### src/sv/tts_pkg.sv
// Shared types and constants for the touch tap and swipe detector.
// No dependencies; imported by tts_div and touch_tap_swipe_detector.
package tts_pkg;

  localparam int CFG_W   = 12;  // offset, threshold and step registers
  localparam int TMS_W   = 16;  // tap duration register
  localparam int TIME_W  = 32;
  localparam int ID_W    = 4;
  localparam int KIND_W  = 3;
  localparam int DIR_W   = 3;
  localparam int CIDX_W  = 3;
  localparam int CDATA_W = 16;

  localparam logic [CFG_W-1:0] TAP_OFF_RST = 12'd10;
  localparam logic [TMS_W-1:0] TAP_MS_RST  = 16'd260;
  localparam logic [CFG_W-1:0] SWIPE_RST   = 12'd10;
  localparam logic [CFG_W-1:0] STEP_RST    = 12'd10;

  typedef enum logic [CIDX_W-1:0] {
    CFG_TAP_OFF  = 3'd0,
    CFG_TAP_MS   = 3'd1,
    CFG_SWIPE_X  = 3'd2,
    CFG_SWIPE_Y  = 3'd3,
    CFG_STEP_X   = 3'd4,
    CFG_STEP_Y   = 3'd5
  } cfg_idx_e;

  typedef enum logic [1:0] {
    MODE_PRESS   = 2'd0,
    MODE_MOVE    = 2'd1,
    MODE_RELEASE = 2'd2,
    MODE_PROCESS = 2'd3
  } mode_e;

  typedef enum logic [KIND_W-1:0] {
    EV_PRESSED  = 3'd0,
    EV_MOTION   = 3'd1,
    EV_RELEASED = 3'd2,
    EV_TAP      = 3'd3,
    EV_SWIPE_X  = 3'd4,
    EV_SWIPE_Y  = 3'd5,
    EV_SWIPE_XY = 3'd6
  } event_kind_e;

  typedef enum logic [DIR_W-1:0] {
    DIR_NONE  = 3'd0,
    DIR_DOWN  = 3'd1,
    DIR_UP    = 3'd2,
    DIR_LEFT  = 3'd3,
    DIR_RIGHT = 3'd4
  } dir_e;

  typedef enum logic [3:0] {
    ST_IDLE,
    ST_SCAN,
    ST_DIVX_GO,
    ST_DIVX_WAIT,
    ST_DIVY_GO,
    ST_DIVY_WAIT,
    ST_END,
    ST_FLUSH,
    ST_FLUSH_LAST
  } state_e;

  typedef struct packed {
    logic start;
    logic neg;
  } div_ctrl_t;

  typedef struct packed {
    logic busy;
    logic done;
  } div_stat_t;

endpackage

### src/sv/tts_div.sv
// Shared restoring divider: one quotient bit per cycle, signed result.
// Depends on tts_pkg (div_ctrl_t, div_stat_t, CFG_W).
module tts_div #(
  parameter int CW = 12
) (
  input  logic                    clk_i,
  input  logic                    rst_ni,
  input  tts_pkg::div_ctrl_t      ctrl_i,
  input  logic [CW-1:0]           mag_i,
  input  logic [tts_pkg::CFG_W-1:0] dvs_i,
  output tts_pkg::div_stat_t      stat_o,
  output logic signed [CW:0]      quot_o
);
  import tts_pkg::*;

  localparam int CNT_W = $clog2(CW + 1);

  logic               busy_q, busy_d;
  logic               done_q, done_d;
  logic [CNT_W-1:0]   cnt_q, cnt_d;
  logic [CFG_W:0]     rem_q, rem_d;
  logic [CW-1:0]      q_q, q_d;
  logic               neg_q;
  logic [CFG_W-1:0]   dvs_q;
  logic [CFG_W:0]     shifted;
  logic               ge;

  always_comb begin
    shifted = {rem_q[CFG_W-1:0], q_q[CW-1]};
    ge      = shifted >= {1'b0, dvs_q};
    rem_d   = ge ? (shifted - {1'b0, dvs_q}) : shifted;
    q_d     = {q_q[CW-2:0], ge};
    busy_d  = busy_q;
    done_d  = 1'b0;
    cnt_d   = cnt_q;
    if (ctrl_i.start) begin
      busy_d = 1'b1;
      cnt_d  = CNT_W'(CW);
    end else if (busy_q) begin
      cnt_d = cnt_q - 1'b1;
      if (cnt_q == CNT_W'(1)) begin
        busy_d = 1'b0;
        done_d = 1'b1;
      end
    end
  end

  always_ff @(posedge clk_i or negedge rst_ni) begin
    if (!rst_ni) begin
      busy_q <= 1'b0;
      done_q <= 1'b0;
      cnt_q  <= '0;
    end else begin
      busy_q <= busy_d;
      done_q <= done_d;
      cnt_q  <= cnt_d;
    end
  end

  always_ff @(posedge clk_i) begin
    if (ctrl_i.start) begin
      rem_q <= '0;
      q_q   <= mag_i;
      neg_q <= ctrl_i.neg;
      dvs_q <= dvs_i;
    end else if (busy_q) begin
      rem_q <= rem_d;
      q_q   <= q_d;
    end
  end

  // a zero step register yields zero steps
  always_comb begin
    if (dvs_q == '0) begin
      quot_o = '0;
    end else if (neg_q) begin
      quot_o = -$signed({1'b0, q_q});
    end else begin
      quot_o = $signed({1'b0, q_q});
    end
  end

  assign stat_o.busy = busy_q;
  assign stat_o.done = done_q;

endmodule

### src/sv/touch_tap_swipe_detector.sv
// Touch tap/swipe detector. Press, move and release beats are held as a result and reach the
// output register from ST_FLUSH_LAST once the output is free. A process beat visits one slot
// per cycle while no swipe slot waits on the shared divider and no held result must first be
// flushed; a swipe slot runs the divider for X and Y in turn. Input is stalled for the whole item.
// Reset (async, low) clears slot valid and press flags and loads the register defaults; no
// clearing pass.
module touch_tap_swipe_detector #(
  parameter int NUM_SLOTS  = 10,
  parameter int COORD_BITS = 12
) (
  input  logic                           clk_i,
  input  logic                           rst_ni,
  input  logic                           cfg_we_i,
  input  logic [tts_pkg::CIDX_W-1:0]     cfg_idx_i,
  input  logic [tts_pkg::CDATA_W-1:0]    cfg_wdata_i,
  input  logic                           in_valid_i,
  output logic                           in_stall_o,
  input  logic [1:0]                     mode_i,
  input  logic [tts_pkg::ID_W-1:0]       touch_id_i,
  input  logic [COORD_BITS-1:0]          pos_x_i,
  input  logic [COORD_BITS-1:0]          pos_y_i,
  input  logic [tts_pkg::TIME_W-1:0]     time_ms_i,
  output logic                           out_valid_o,
  input  logic                           out_stall_i,
  output logic [tts_pkg::KIND_W-1:0]     event_kind_o,
  output logic [tts_pkg::ID_W-1:0]       slot_o,
  output logic [COORD_BITS-1:0]          at_x_o,
  output logic [COORD_BITS-1:0]          at_y_o,
  output logic [COORD_BITS-1:0]          from_x_o,
  output logic [COORD_BITS-1:0]          from_y_o,
  output logic signed [COORD_BITS:0]     delta_x_o,
  output logic signed [COORD_BITS:0]     delta_y_o,
  output logic signed [COORD_BITS:0]     steps_x_o,
  output logic signed [COORD_BITS:0]     steps_y_o,
  output logic [tts_pkg::DIR_W-1:0]      direction_o,
  output logic                           last_o
);
  import tts_pkg::*;

  localparam int CW = COORD_BITS;
  localparam int SW = (NUM_SLOTS > 1) ? $clog2(NUM_SLOTS) : 1;
  localparam int MW = ((CW > CFG_W) ? CW : CFG_W) + 1;

  // configuration
  logic [CFG_W-1:0] tap_off_q, swipe_x_q, swipe_y_q, step_x_q, step_y_q;
  logic [TMS_W-1:0] tap_ms_q;

  // slot store
  logic [NUM_SLOTS-1:0] valid_q, pdone_q;
  logic [TIME_W-1:0]    ptime_q [NUM_SLOTS];
  logic [TIME_W-1:0]    rtime_q [NUM_SLOTS];
  logic [CW-1:0]        first_x_q [NUM_SLOTS];
  logic [CW-1:0]        first_y_q [NUM_SLOTS];
  logic [CW-1:0]        start_x_q [NUM_SLOTS];
  logic [CW-1:0]        start_y_q [NUM_SLOTS];
  logic [CW-1:0]        end_x_q [NUM_SLOTS];
  logic [CW-1:0]        end_y_q [NUM_SLOTS];
  logic [CW-1:0]        base_x_q [NUM_SLOTS];
  logic [CW-1:0]        base_y_q [NUM_SLOTS];

  state_e state_q, state_d;
  logic [SW-1:0] idx_q;

  // held result
  logic               res_pend_q;
  event_kind_e        res_kind_q;
  logic [ID_W-1:0]    res_slot_q;
  logic [CW-1:0]      res_at_x_q, res_at_y_q, res_from_x_q, res_from_y_q;
  logic signed [CW:0] res_dx_q, res_dy_q, res_sx_q, res_sy_q;
  dir_e               res_dir_q;
  logic signed [CW:0] ox_q, oy_q;

  // output register
  logic               out_vld_q;
  event_kind_e        out_kind_q;
  logic [ID_W-1:0]    out_slot_q;
  logic [CW-1:0]      out_at_x_q, out_at_y_q, out_from_x_q, out_from_y_q;
  logic signed [CW:0] out_dx_q, out_dy_q, out_sx_q, out_sy_q;
  dir_e               out_dir_q;
  logic               out_last_q;

  // divider
  div_ctrl_t          div_ctrl;
  div_stat_t          div_stat;
  logic [CW-1:0]      div_mag;
  logic [CFG_W-1:0]   div_dvs;
  logic signed [CW:0] div_quot;

  // control
  logic in_acc, out_free, id_ok, is_last, slot_adv, do_flush, scan_upd;
  logic [SW-1:0] wid;
  mode_e in_mode;

  // per-slot evaluation
  logic [TIME_W-1:0]  dur;
  logic               tap_time, tap_ok, fx, fy, hit;
  logic signed [CW:0] dfx, dfy, ox, oy;
  logic [CW:0]        adx, ady, aox, aoy, sum_x, sum_y;
  logic [CW-1:0]      s_end_x, s_end_y, s_start_x, s_start_y;
  dir_e               sw_dir;
  event_kind_e        sw_kind;

  assign in_mode  = mode_e'(mode_i);
  assign in_acc   = in_valid_i && !in_stall_o;
  assign out_free = !out_vld_q || !out_stall_i;
  assign id_ok    = {1'b0, touch_id_i} < 5'(NUM_SLOTS);
  assign wid      = touch_id_i[SW-1:0];
  assign is_last  = idx_q == SW'(NUM_SLOTS - 1);

  always_comb begin
    s_end_x   = end_x_q[idx_q];
    s_end_y   = end_y_q[idx_q];
    s_start_x = start_x_q[idx_q];
    s_start_y = start_y_q[idx_q];
    dur       = rtime_q[idx_q] - ptime_q[idx_q];
    tap_time  = $signed(dur) < $signed({{(TIME_W - TMS_W){1'b0}}, tap_ms_q});
    dfx = $signed({1'b0, s_end_x}) - $signed({1'b0, first_x_q[idx_q]});
    dfy = $signed({1'b0, s_end_y}) - $signed({1'b0, first_y_q[idx_q]});
    ox  = $signed({1'b0, s_end_x}) - $signed({1'b0, base_x_q[idx_q]});
    oy  = $signed({1'b0, s_end_y}) - $signed({1'b0, base_y_q[idx_q]});
    adx = dfx[CW] ? -dfx : dfx;
    ady = dfy[CW] ? -dfy : dfy;
    aox = ox[CW] ? -ox : ox;
    aoy = oy[CW] ? -oy : oy;
    tap_ok = pdone_q[idx_q] && tap_time
             && (MW'(adx) <= MW'(tap_off_q)) && (MW'(ady) <= MW'(tap_off_q));
    fx  = MW'(aox) >= MW'(swipe_x_q);
    fy  = MW'(aoy) >= MW'(swipe_y_q);
    hit = valid_q[idx_q] && (tap_ok || fx || fy);
    sum_x = {1'b0, first_x_q[idx_q]} + {1'b0, s_end_x};
    sum_y = {1'b0, first_y_q[idx_q]} + {1'b0, s_end_y};
    if (fx) begin
      sw_dir = ox[CW] ? DIR_LEFT : DIR_RIGHT;
    end else if (fy) begin
      sw_dir = oy[CW] ? DIR_UP : DIR_DOWN;
    end else begin
      sw_dir = DIR_NONE;
    end
    if (fx && fy) begin
      sw_kind = EV_SWIPE_XY;
    end else if (fx) begin
      sw_kind = EV_SWIPE_X;
    end else begin
      sw_kind = EV_SWIPE_Y;
    end
  end

  // next state
  always_comb begin
    state_d = state_q;
    case (state_q)
      ST_IDLE: begin
        if (in_acc) begin
          if (in_mode == MODE_PROCESS) begin
            state_d = ST_SCAN;
          end else if (id_ok) begin
            state_d = ST_FLUSH_LAST;
          end
        end
      end
      ST_SCAN: begin
        if (hit && res_pend_q) begin
          state_d = ST_FLUSH;
        end else if (valid_q[idx_q] && !tap_ok && (fx || fy)) begin
          state_d = ST_DIVX_GO;
        end else begin
          state_d = is_last ? ST_END : ST_SCAN;
        end
      end
      ST_DIVX_GO:   state_d = ST_DIVX_WAIT;
      ST_DIVX_WAIT: if (div_stat.done) state_d = ST_DIVY_GO;
      ST_DIVY_GO:   state_d = ST_DIVY_WAIT;
      ST_DIVY_WAIT: if (div_stat.done) state_d = is_last ? ST_END : ST_SCAN;
      ST_END:       state_d = res_pend_q ? ST_FLUSH_LAST : ST_IDLE;
      ST_FLUSH:     if (out_free) state_d = ST_SCAN;
      ST_FLUSH_LAST: if (out_free) state_d = ST_IDLE;
      default:      state_d = ST_IDLE;
    endcase
  end

  // sequencer outputs
  always_comb begin
    in_stall_o   = state_q != ST_IDLE;
    do_flush     = (state_q == ST_FLUSH || state_q == ST_FLUSH_LAST) && out_free;
    scan_upd     = (state_q == ST_SCAN) && valid_q[idx_q] && !(hit && res_pend_q);
    slot_adv     = ((state_q == ST_SCAN) && !(hit && res_pend_q)
                    && !(valid_q[idx_q] && !tap_ok && (fx || fy)))
                   || ((state_q == ST_DIVY_WAIT) && div_stat.done);
    div_ctrl.start = (state_q == ST_DIVX_GO) || (state_q == ST_DIVY_GO);
    div_ctrl.neg   = (state_q == ST_DIVY_GO) ? oy_q[CW] : ox_q[CW];
    if (state_q == ST_DIVY_GO) begin
      div_mag = oy_q[CW] ? CW'(-oy_q) : CW'(oy_q);
      div_dvs = step_y_q;
    end else begin
      div_mag = ox_q[CW] ? CW'(-ox_q) : CW'(ox_q);
      div_dvs = step_x_q;
    end
  end

  tts_div #(.CW(CW)) u_div (
    .clk_i  (clk_i),
    .rst_ni (rst_ni),
    .ctrl_i (div_ctrl),
    .mag_i  (div_mag),
    .dvs_i  (div_dvs),
    .stat_o (div_stat),
    .quot_o (div_quot)
  );

  // control registers
  always_ff @(posedge clk_i or negedge rst_ni) begin
    if (!rst_ni) begin
      state_q    <= ST_IDLE;
      idx_q      <= '0;
      res_pend_q <= 1'b0;
      out_vld_q  <= 1'b0;
      valid_q    <= '0;
      pdone_q    <= '0;
      tap_off_q  <= TAP_OFF_RST;
      tap_ms_q   <= TAP_MS_RST;
      swipe_x_q  <= SWIPE_RST;
      swipe_y_q  <= SWIPE_RST;
      step_x_q   <= STEP_RST;
      step_y_q   <= STEP_RST;
    end else begin
      state_q <= state_d;
      if (cfg_we_i) begin
        case (cfg_idx_i)
          CFG_TAP_OFF: tap_off_q <= cfg_wdata_i[CFG_W-1:0];
          CFG_TAP_MS:  tap_ms_q  <= cfg_wdata_i[TMS_W-1:0];
          CFG_SWIPE_X: swipe_x_q <= cfg_wdata_i[CFG_W-1:0];
          CFG_SWIPE_Y: swipe_y_q <= cfg_wdata_i[CFG_W-1:0];
          CFG_STEP_X:  step_x_q  <= cfg_wdata_i[CFG_W-1:0];
          CFG_STEP_Y:  step_y_q  <= cfg_wdata_i[CFG_W-1:0];
          default: ;
        endcase
      end
      if (do_flush) begin
        out_vld_q <= 1'b1;
      end else if (!out_stall_i) begin
        out_vld_q <= 1'b0;
      end
      if (in_acc && in_mode == MODE_PROCESS) begin
        idx_q <= '0;
      end else if (slot_adv) begin
        idx_q <= idx_q + 1'b1;
      end
      if (do_flush) begin
        res_pend_q <= 1'b0;
      end else if (in_acc && in_mode != MODE_PROCESS && id_ok) begin
        res_pend_q <= 1'b1;
      end else if (scan_upd && (tap_ok || fx || fy)) begin
        res_pend_q <= 1'b1;
      end
      if (in_acc && in_mode != MODE_PROCESS && id_ok) begin
        if (in_mode == MODE_PRESS && touch_id_i == '0) begin
          // only slot 0 survives a press on id 0
          valid_q <= NUM_SLOTS'(1);
          pdone_q <= '0;
        end else begin
          valid_q[wid] <= 1'b1;
          if (in_mode == MODE_RELEASE) begin
            pdone_q[wid] <= 1'b1;
          end else if (!valid_q[wid]) begin
            pdone_q[wid] <= 1'b0;
          end
        end
      end else if (scan_upd) begin
        pdone_q[idx_q] <= 1'b0;
      end
    end
  end

  // slot payload; a slot touched while not valid starts from zero
  logic fresh;
  assign fresh = !valid_q[wid] || (in_mode == MODE_PRESS && touch_id_i == '0);

  always_ff @(posedge clk_i) begin
    if (in_acc && in_mode != MODE_PROCESS && id_ok) begin
      end_x_q[wid] <= pos_x_i;
      end_y_q[wid] <= pos_y_i;
      case (in_mode)
        MODE_PRESS: begin
          ptime_q[wid]   <= time_ms_i;
          first_x_q[wid] <= pos_x_i;
          first_y_q[wid] <= pos_y_i;
          start_x_q[wid] <= pos_x_i;
          start_y_q[wid] <= pos_y_i;
          base_x_q[wid]  <= pos_x_i;
          base_y_q[wid]  <= pos_y_i;
          if (fresh) rtime_q[wid] <= '0;
        end
        MODE_RELEASE: begin
          rtime_q[wid]   <= time_ms_i;
          start_x_q[wid] <= pos_x_i;
          start_y_q[wid] <= pos_y_i;
          base_x_q[wid]  <= pos_x_i;
          base_y_q[wid]  <= pos_y_i;
          if (fresh) begin
            ptime_q[wid]   <= '0;
            first_x_q[wid] <= '0;
            first_y_q[wid] <= '0;
          end
        end
        default: begin
          if (fresh) begin
            ptime_q[wid]   <= '0;
            rtime_q[wid]   <= '0;
            first_x_q[wid] <= '0;
            first_y_q[wid] <= '0;
            start_x_q[wid] <= '0;
            start_y_q[wid] <= '0;
            base_x_q[wid]  <= '0;
            base_y_q[wid]  <= '0;
          end
        end
      endcase
    end else if (scan_upd) begin
      start_x_q[idx_q] <= s_end_x;
      start_y_q[idx_q] <= s_end_y;
      if (pdone_q[idx_q]) begin
        ptime_q[idx_q] <= '0;
        rtime_q[idx_q] <= '0;
      end
      if (!tap_ok && (fx || fy)) begin
        base_x_q[idx_q] <= s_end_x;
        base_y_q[idx_q] <= s_end_y;
      end
    end
  end

  // held result and output register payload
  always_ff @(posedge clk_i) begin
    if (in_acc && in_mode != MODE_PROCESS && id_ok) begin
      res_kind_q   <= event_kind_e'({1'b0, mode_i});
      res_slot_q   <= touch_id_i;
      res_at_x_q   <= pos_x_i;
      res_at_y_q   <= pos_y_i;
      res_from_x_q <= '0;
      res_from_y_q <= '0;
      res_dx_q     <= '0;
      res_dy_q     <= '0;
      res_sx_q     <= '0;
      res_sy_q     <= '0;
      res_dir_q    <= DIR_NONE;
    end else if (scan_upd && tap_ok) begin
      res_kind_q   <= EV_TAP;
      res_slot_q   <= ID_W'(idx_q);
      res_at_x_q   <= sum_x[CW:1];
      res_at_y_q   <= sum_y[CW:1];
      res_from_x_q <= '0;
      res_from_y_q <= '0;
      res_dx_q     <= '0;
      res_dy_q     <= '0;
      res_sx_q     <= '0;
      res_sy_q     <= '0;
      res_dir_q    <= DIR_NONE;
    end else if (scan_upd && (fx || fy)) begin
      res_kind_q   <= sw_kind;
      res_slot_q   <= ID_W'(idx_q);
      res_at_x_q   <= s_end_x;
      res_at_y_q   <= s_end_y;
      res_from_x_q <= s_start_x;
      res_from_y_q <= s_start_y;
      res_dx_q     <= $signed({1'b0, s_end_x}) - $signed({1'b0, s_start_x});
      res_dy_q     <= $signed({1'b0, s_end_y}) - $signed({1'b0, s_start_y});
      res_dir_q    <= sw_dir;
      ox_q         <= ox;
      oy_q         <= oy;
    end
    if (state_q == ST_DIVX_WAIT && div_stat.done) begin
      res_sx_q <= div_quot;
    end
    if (state_q == ST_DIVY_WAIT && div_stat.done) begin
      res_sy_q <= div_quot;
    end
    if (do_flush) begin
      out_kind_q   <= res_kind_q;
      out_slot_q   <= res_slot_q;
      out_at_x_q   <= res_at_x_q;
      out_at_y_q   <= res_at_y_q;
      out_from_x_q <= res_from_x_q;
      out_from_y_q <= res_from_y_q;
      out_dx_q     <= res_dx_q;
      out_dy_q     <= res_dy_q;
      out_sx_q     <= res_sx_q;
      out_sy_q     <= res_sy_q;
      out_dir_q    <= res_dir_q;
      out_last_q   <= state_q == ST_FLUSH_LAST;
    end
  end

  assign out_valid_o  = out_vld_q;
  assign event_kind_o = out_kind_q;
  assign slot_o       = out_slot_q;
  assign at_x_o       = out_at_x_q;
  assign at_y_o       = out_at_y_q;
  assign from_x_o     = out_from_x_q;
  assign from_y_o     = out_from_y_q;
  assign delta_x_o    = out_dx_q;
  assign delta_y_o    = out_dy_q;
  assign steps_x_o    = out_sx_q;
  assign steps_y_o    = out_sy_q;
  assign direction_o  = out_dir_q;
  assign last_o       = out_last_q;

`ifndef SYNTHESIS
  // divider finishes only while the sequencer waits on it
  assert property (@(posedge clk_i) disable iff (!rst_ni)
    div_stat.done |-> (state_q == ST_DIVX_WAIT || state_q == ST_DIVY_WAIT))
    else $error("divider done outside a wait state");

  // a new result is never built over one that has not been flushed
  assert property (@(posedge clk_i) disable iff (!rst_ni)
    (res_pend_q && state_q == ST_SCAN) |=> (res_pend_q || $past(do_flush)))
    else $error("held result lost during scan");

  // taps and echoes carry no direction
  assert property (@(posedge clk_i) disable iff (!rst_ni)
    (out_vld_q && (out_kind_q == EV_TAP || out_kind_q == EV_PRESSED
      || out_kind_q == EV_MOTION || out_kind_q == EV_RELEASED))
    |-> (out_dir_q == DIR_NONE))
    else $error("direction set on a non-swipe beat");
`endif

endmodule
### config.mk
export PLATFORM = sky130hd
export DESIGN_NAME = touch_tap_swipe_detector
export DESIGN_NICKNAME = d
export VERILOG_FILES = /design/src/sv/tts_pkg.sv /design/src/sv/tts_div.sv /design/src/sv/touch_tap_swipe_detector.sv
export SDC_FILE = /design/constraint.sdc
export NUM_CORES = 2
export LEC_CHECK = 0
export ABC_AREA = 1
export BUFFER_PORTS_ARGS = -buffer_cell sky130_fd_sc_hd__buf_2
export CAP_MARGIN = 20
export CELL_PAD_IN_SITES_DETAIL_PLACEMENT = 1
export CELL_PAD_IN_SITES_GLOBAL_PLACEMENT = 1
export CORE_MARGIN = 1
export CORE_UTILIZATION = 48
export CTS_CLUSTER_DIAMETER = 200
export DETAILED_ROUTE_END_ITERATION = 10
export GPL_TIMING_DRIVEN = 0
export PLACE_DENSITY = 0.75
export SLEW_MARGIN = 20
export SYNTH_ARGS = -nofsm -noshare
export SYNTH_HDL_FRONTEND = slang
export SYNTH_SLANG_ARGS = --single-unit
### constraint.sdc
create_clock -name clk_i -period 10 [get_ports clk_i]
set_clock_uncertainty 0.05 [all_clocks]
set_input_delay 1 -clock clk_i [delete_from_list [all_inputs] [get_ports clk_i]]
set_output_delay 1 -clock clk_i [all_outputs]
set_load 0.005 [all_outputs]
==> summary.txt <==
Status
  • Status: complete, no violations

Power and ir drop
  • Internal power: 13.57 mW
  • VDD IR max: 0.0001654 V
  • Sequential Power Share: 0.525
  • Static Leak: 37.23 nW
  • Switching share of power: 0.2224
  • Net switching power: 3.880 mW
  • Power Density: between 150 and 200 nW/um^2
  • Clock power frac: 0.450
  • Gate power share: 0.025

Worst setup path
  • Reg2Reg Launch Point: idx_q[0]$_DFFE_PN0P_
  • Crit path from: idx_q[0]$_DFFE_PN0P_
  • Worst reg-to-reg setup slack: about 64 ps
  • Worst EP required: roughly 11,000 ps
  • Kind of critical path: flip-flop to flip-flop
  • WP data arrival: between 10,000 and 15,000 ps
  • Crit Path Max Fanout: 10
  • Startpoint Class: flip-flop
  • Slowest CP cell: fa_1
  • Crit end category: flip-flop
  • Most frequent CP cell: nand2_1
  • Worst Reg-to-Reg Cells: 44
  • CP endpoint: start_y_q[9][8]$_DFFE_PP_
  • CP max stage delay: 500 ps
  • Reg-to-reg critical path endpoint: start_y_q[9][8]$_DFFE_PP_

Synth
  • Area leader, netlist: edfxtp_1
  • Cell variety after synth: 62
  • Post-synthesis sequential area ratio: 0.6683
  • Yosys warning count: 0
  • EDFF count, synth: 1,818
  • Mapped Nets: a little over 8,000
  • Yosys top cell area share: 0.6212
  • Avg Synthesized Cell Area: about 11 sq um
  • Post-Syn Area: 87,880 sq um
  • Top cells by area, synth: edfxtp_1, o21ai_0, nand2_1
  • Most used DFF post-synth: edfxtp_1
  • Seq cells post-synth: 1,996
  • Synthesized instance count: 7,945
  • Ys async rst share: 0.05611

Floorplan
  • Area of the die: 184,800 sq um
  • Top-level I/O count: 199
  • Row count: 156
  • Core Area: 181,300 sq um
  • Die Wd: around 430 um
  • Initial Utilization: 0.4846
  • Die Ht: 429.9 um

Timing
  • Final count of negative-setup-slack endpoints: 0
  • Fin crit period: 9936 ps
  • Maximum clock rate: 0.1006 GHz
  • Max transition margin: 0.1453
  • Final hold viol count: 0
  • Final setup TNS: 0 ps
  • Tightest Pin Transition: between 1000 and 1500 ps
  • Final period utilization: 0.9936
  • Hold slack: 31.79 ps
  • Final Slew Violations: 0

Detailed routing
  • Antenna viol nets, final: 0
  • Routed wire length: 339.9 mm
  • Drt pass-1 iters: 7
  • Via count: 68,900
  • Initial DRC count: around 8,000
  • Vias/cell: ~6.2
  • Drt wl/cell: 30.78 um
  • Drt drc: 0

Global routing
  • Vias in the first global route: 71,060
  • First-pass GRT wire length: 483.9 mm
  • Initial antenna violation count: 33
  • Total track usage: 0.3625
  • Largest net degree at the start of global routing: 59
  • Gr ovfl total: 0

Placed design
  • Placed insts: roughly 11,000
  • HPWL Detailed: ~240 mm
  • IO Port Bufs: approximately 200
  • GP Congestion: a little under 1

Clock network
  • CTS H-tree lvls: 4
  • Reg clk slew, reported paths: approximately 70 ps
  • Clk Latency, worst-skew pair: 920 ps
  • Root Driver: clkbuf_16
  • CTS tree: yes
  • CTS buffer count: 202
  • Clock sink count: 1,996
  • Clock buffer depth: 3

Layout
  • Final core utilization: 0.5615
  • Layout Cells excl Fill: 11,040
  • Area added between synthesis and finish: 15.87%
  • Nets: 8,795
  • Share of cells above drive strength 1: 0.1088

Job
  • Max-capacitance violation count: 0

Hold path
  • HP Class: input port to async pin
registers in the layout (all words and copies together) (netlist names), 120 cells and up:
name / cells
ptime_q: 320
rtime_q: 320
base_x_q: 120
base_y_q: 120
end_x_q: 120
end_y_q: 120
first_x_q: 120
first_y_q: 120
start_x_q: 120
start_y_q: 120
layout by cell type, fill, tap and decap left out, drive strengths merged, types with 88 or more instances in the layout:
master,instances
o21ai,1171
dfrtp,100
xor2,88
nor2,1178
inv,502
buf,408
edfxtp,1818
nand3,302
o22ai,326
clkinv,95
clkbuf,578
a21oi,231
ha,215
nand2,1208
cells by family (layout without fill, tap and decap cells):
group | count (synthesis) | count (layout) | share of synthesized area
DFF | 1996 | 1996 | 0.6683
and+or+nand+nor | 2806 | 2806 | 0.1286
AOI/OAI and AO/OA | 1883 | 1883 | 0.1171
buffers and inverters | 903 | 1616 | 0.03955
other | 0 | 15 | 0
adders and majority gates | 225 | 225 | 0.03289
xor gates and xnor gates | 132 | 132 | 0.01350
final cells by class:
type / count / area, sq um
antenna: 15 / 37.54
buffer: 401 / 1742
clock buffer: 245 / 5290
clock inverter: 133 / 1459
fill: 18940 / 79510
inverter: 497 / 1871
multi-input combinational: 5046 / 26340
sequential: 1996 / 58730
tap: 2370 / 2965
timing repair buffer: 340 / 3385
through the flow:
stage | power (mW) | area [sq um] | setup slack (ps)
after detailed placement | 9.763 | 94170 | -2970
after global routing | 17.73 | 101800 | -11.09
after CTS | 17.40 | 101600 | 9.877
final | 17.45 | 101800 | 64.40
after global placement | 9.726 | 91830 | -5066
after floorplan | 9.542 | 87880 | 1738
synth_stat cells, drive strengths merged (2+ instances only):
cell	count
a21oi	231
dfxtp	66
and3	2
xnor2	44
o221ai	2
and2	8
o22ai	326
nand4	30
or2	9
a2111oi	2
nor3	52
dfrtp	100
dfstp	12
a2bb2oi	9
a211oi	5
inv	493
buf	65
nand3	302
a21boi	3
xor2	88
clkbuf	341
a22oi	4
o31ai	12
o21bai	14
nand2	1208
edfxtp	1818
a31oi	14
nor2	1178
o211ai	73
o21a	6
o21ai	1171
clkinv	4
ha	215
a21o	6
nor4	8
fa	10
nand3b	7
power by group through the flow:
| stage | registers [mW] | logic (mW) | clock network, mW |
|---|---|---|---|
| 2_1_floorplan | 9.33 | 0.216 | 0 |
| 3_3_place_gp | 9.34 | 0.390 | 0 |
| 3_5_place_dp | 9.34 | 0.425 | 0 |
| 4_1_cts | 9.16 | 0.432 | 7.81 |
| 5_1_grt | 9.17 | 0.484 | 8.08 |
| 6_report | 9.16 | 0.443 | 7.84 |
how the worst min path moves through the flow:
stage	to	cells past startpoint	from	slack, ps
floorplan	at_x_o[0]$_DFFE_PP_	0	res_at_x_q[0]$_DFFE_PP_	350
global placement	steps_x_o[7]$_DFFE_PP_	0	res_sx_q[7]$_SDFFCE_PN0P_	350
detailed placement	at_x_o[5]$_DFFE_PP_	0	res_at_x_q[5]$_DFFE_PP_	360
finish	u_div.cnt_q[1]$_DFFE_PN0P_	1	rst_ni	30
CTS	tap_ms_q[12]$_DFFE_PN0P_	1	rst_ni	5
global route	u_div.cnt_q[1]$_DFFE_PN0P_	1	rst_ni	40
timing repair:
item / CTS / global route
pin swaps: 18 / 3
setup buffers: 44 / 4
resized for setup: 64 / 82
endpoints found under the setup margin: 2420 / 2246
hold buffers: 0 / 0
critical path: cells and delay by family, from the launching register on:
kind,cells,cell delay [ps]
compound gates,7,1590
xor+xnor,1,230
fa+ha+maj,3,1010
buf+inv,13,3480
flops,1,390
simple gates,20,2730
metal layers:
layer	GRT usage	vias up	share of wire
li1	-	29220	-
met4	0.2126	20	0.067
met2	0.5525	3906	0.44
met1	0.4586	34700	0.38
met3	0.1076	1057	0.11
met5	0.007806	-	0.00098
No activity file was read; power rests on OpenSTA's default activity.
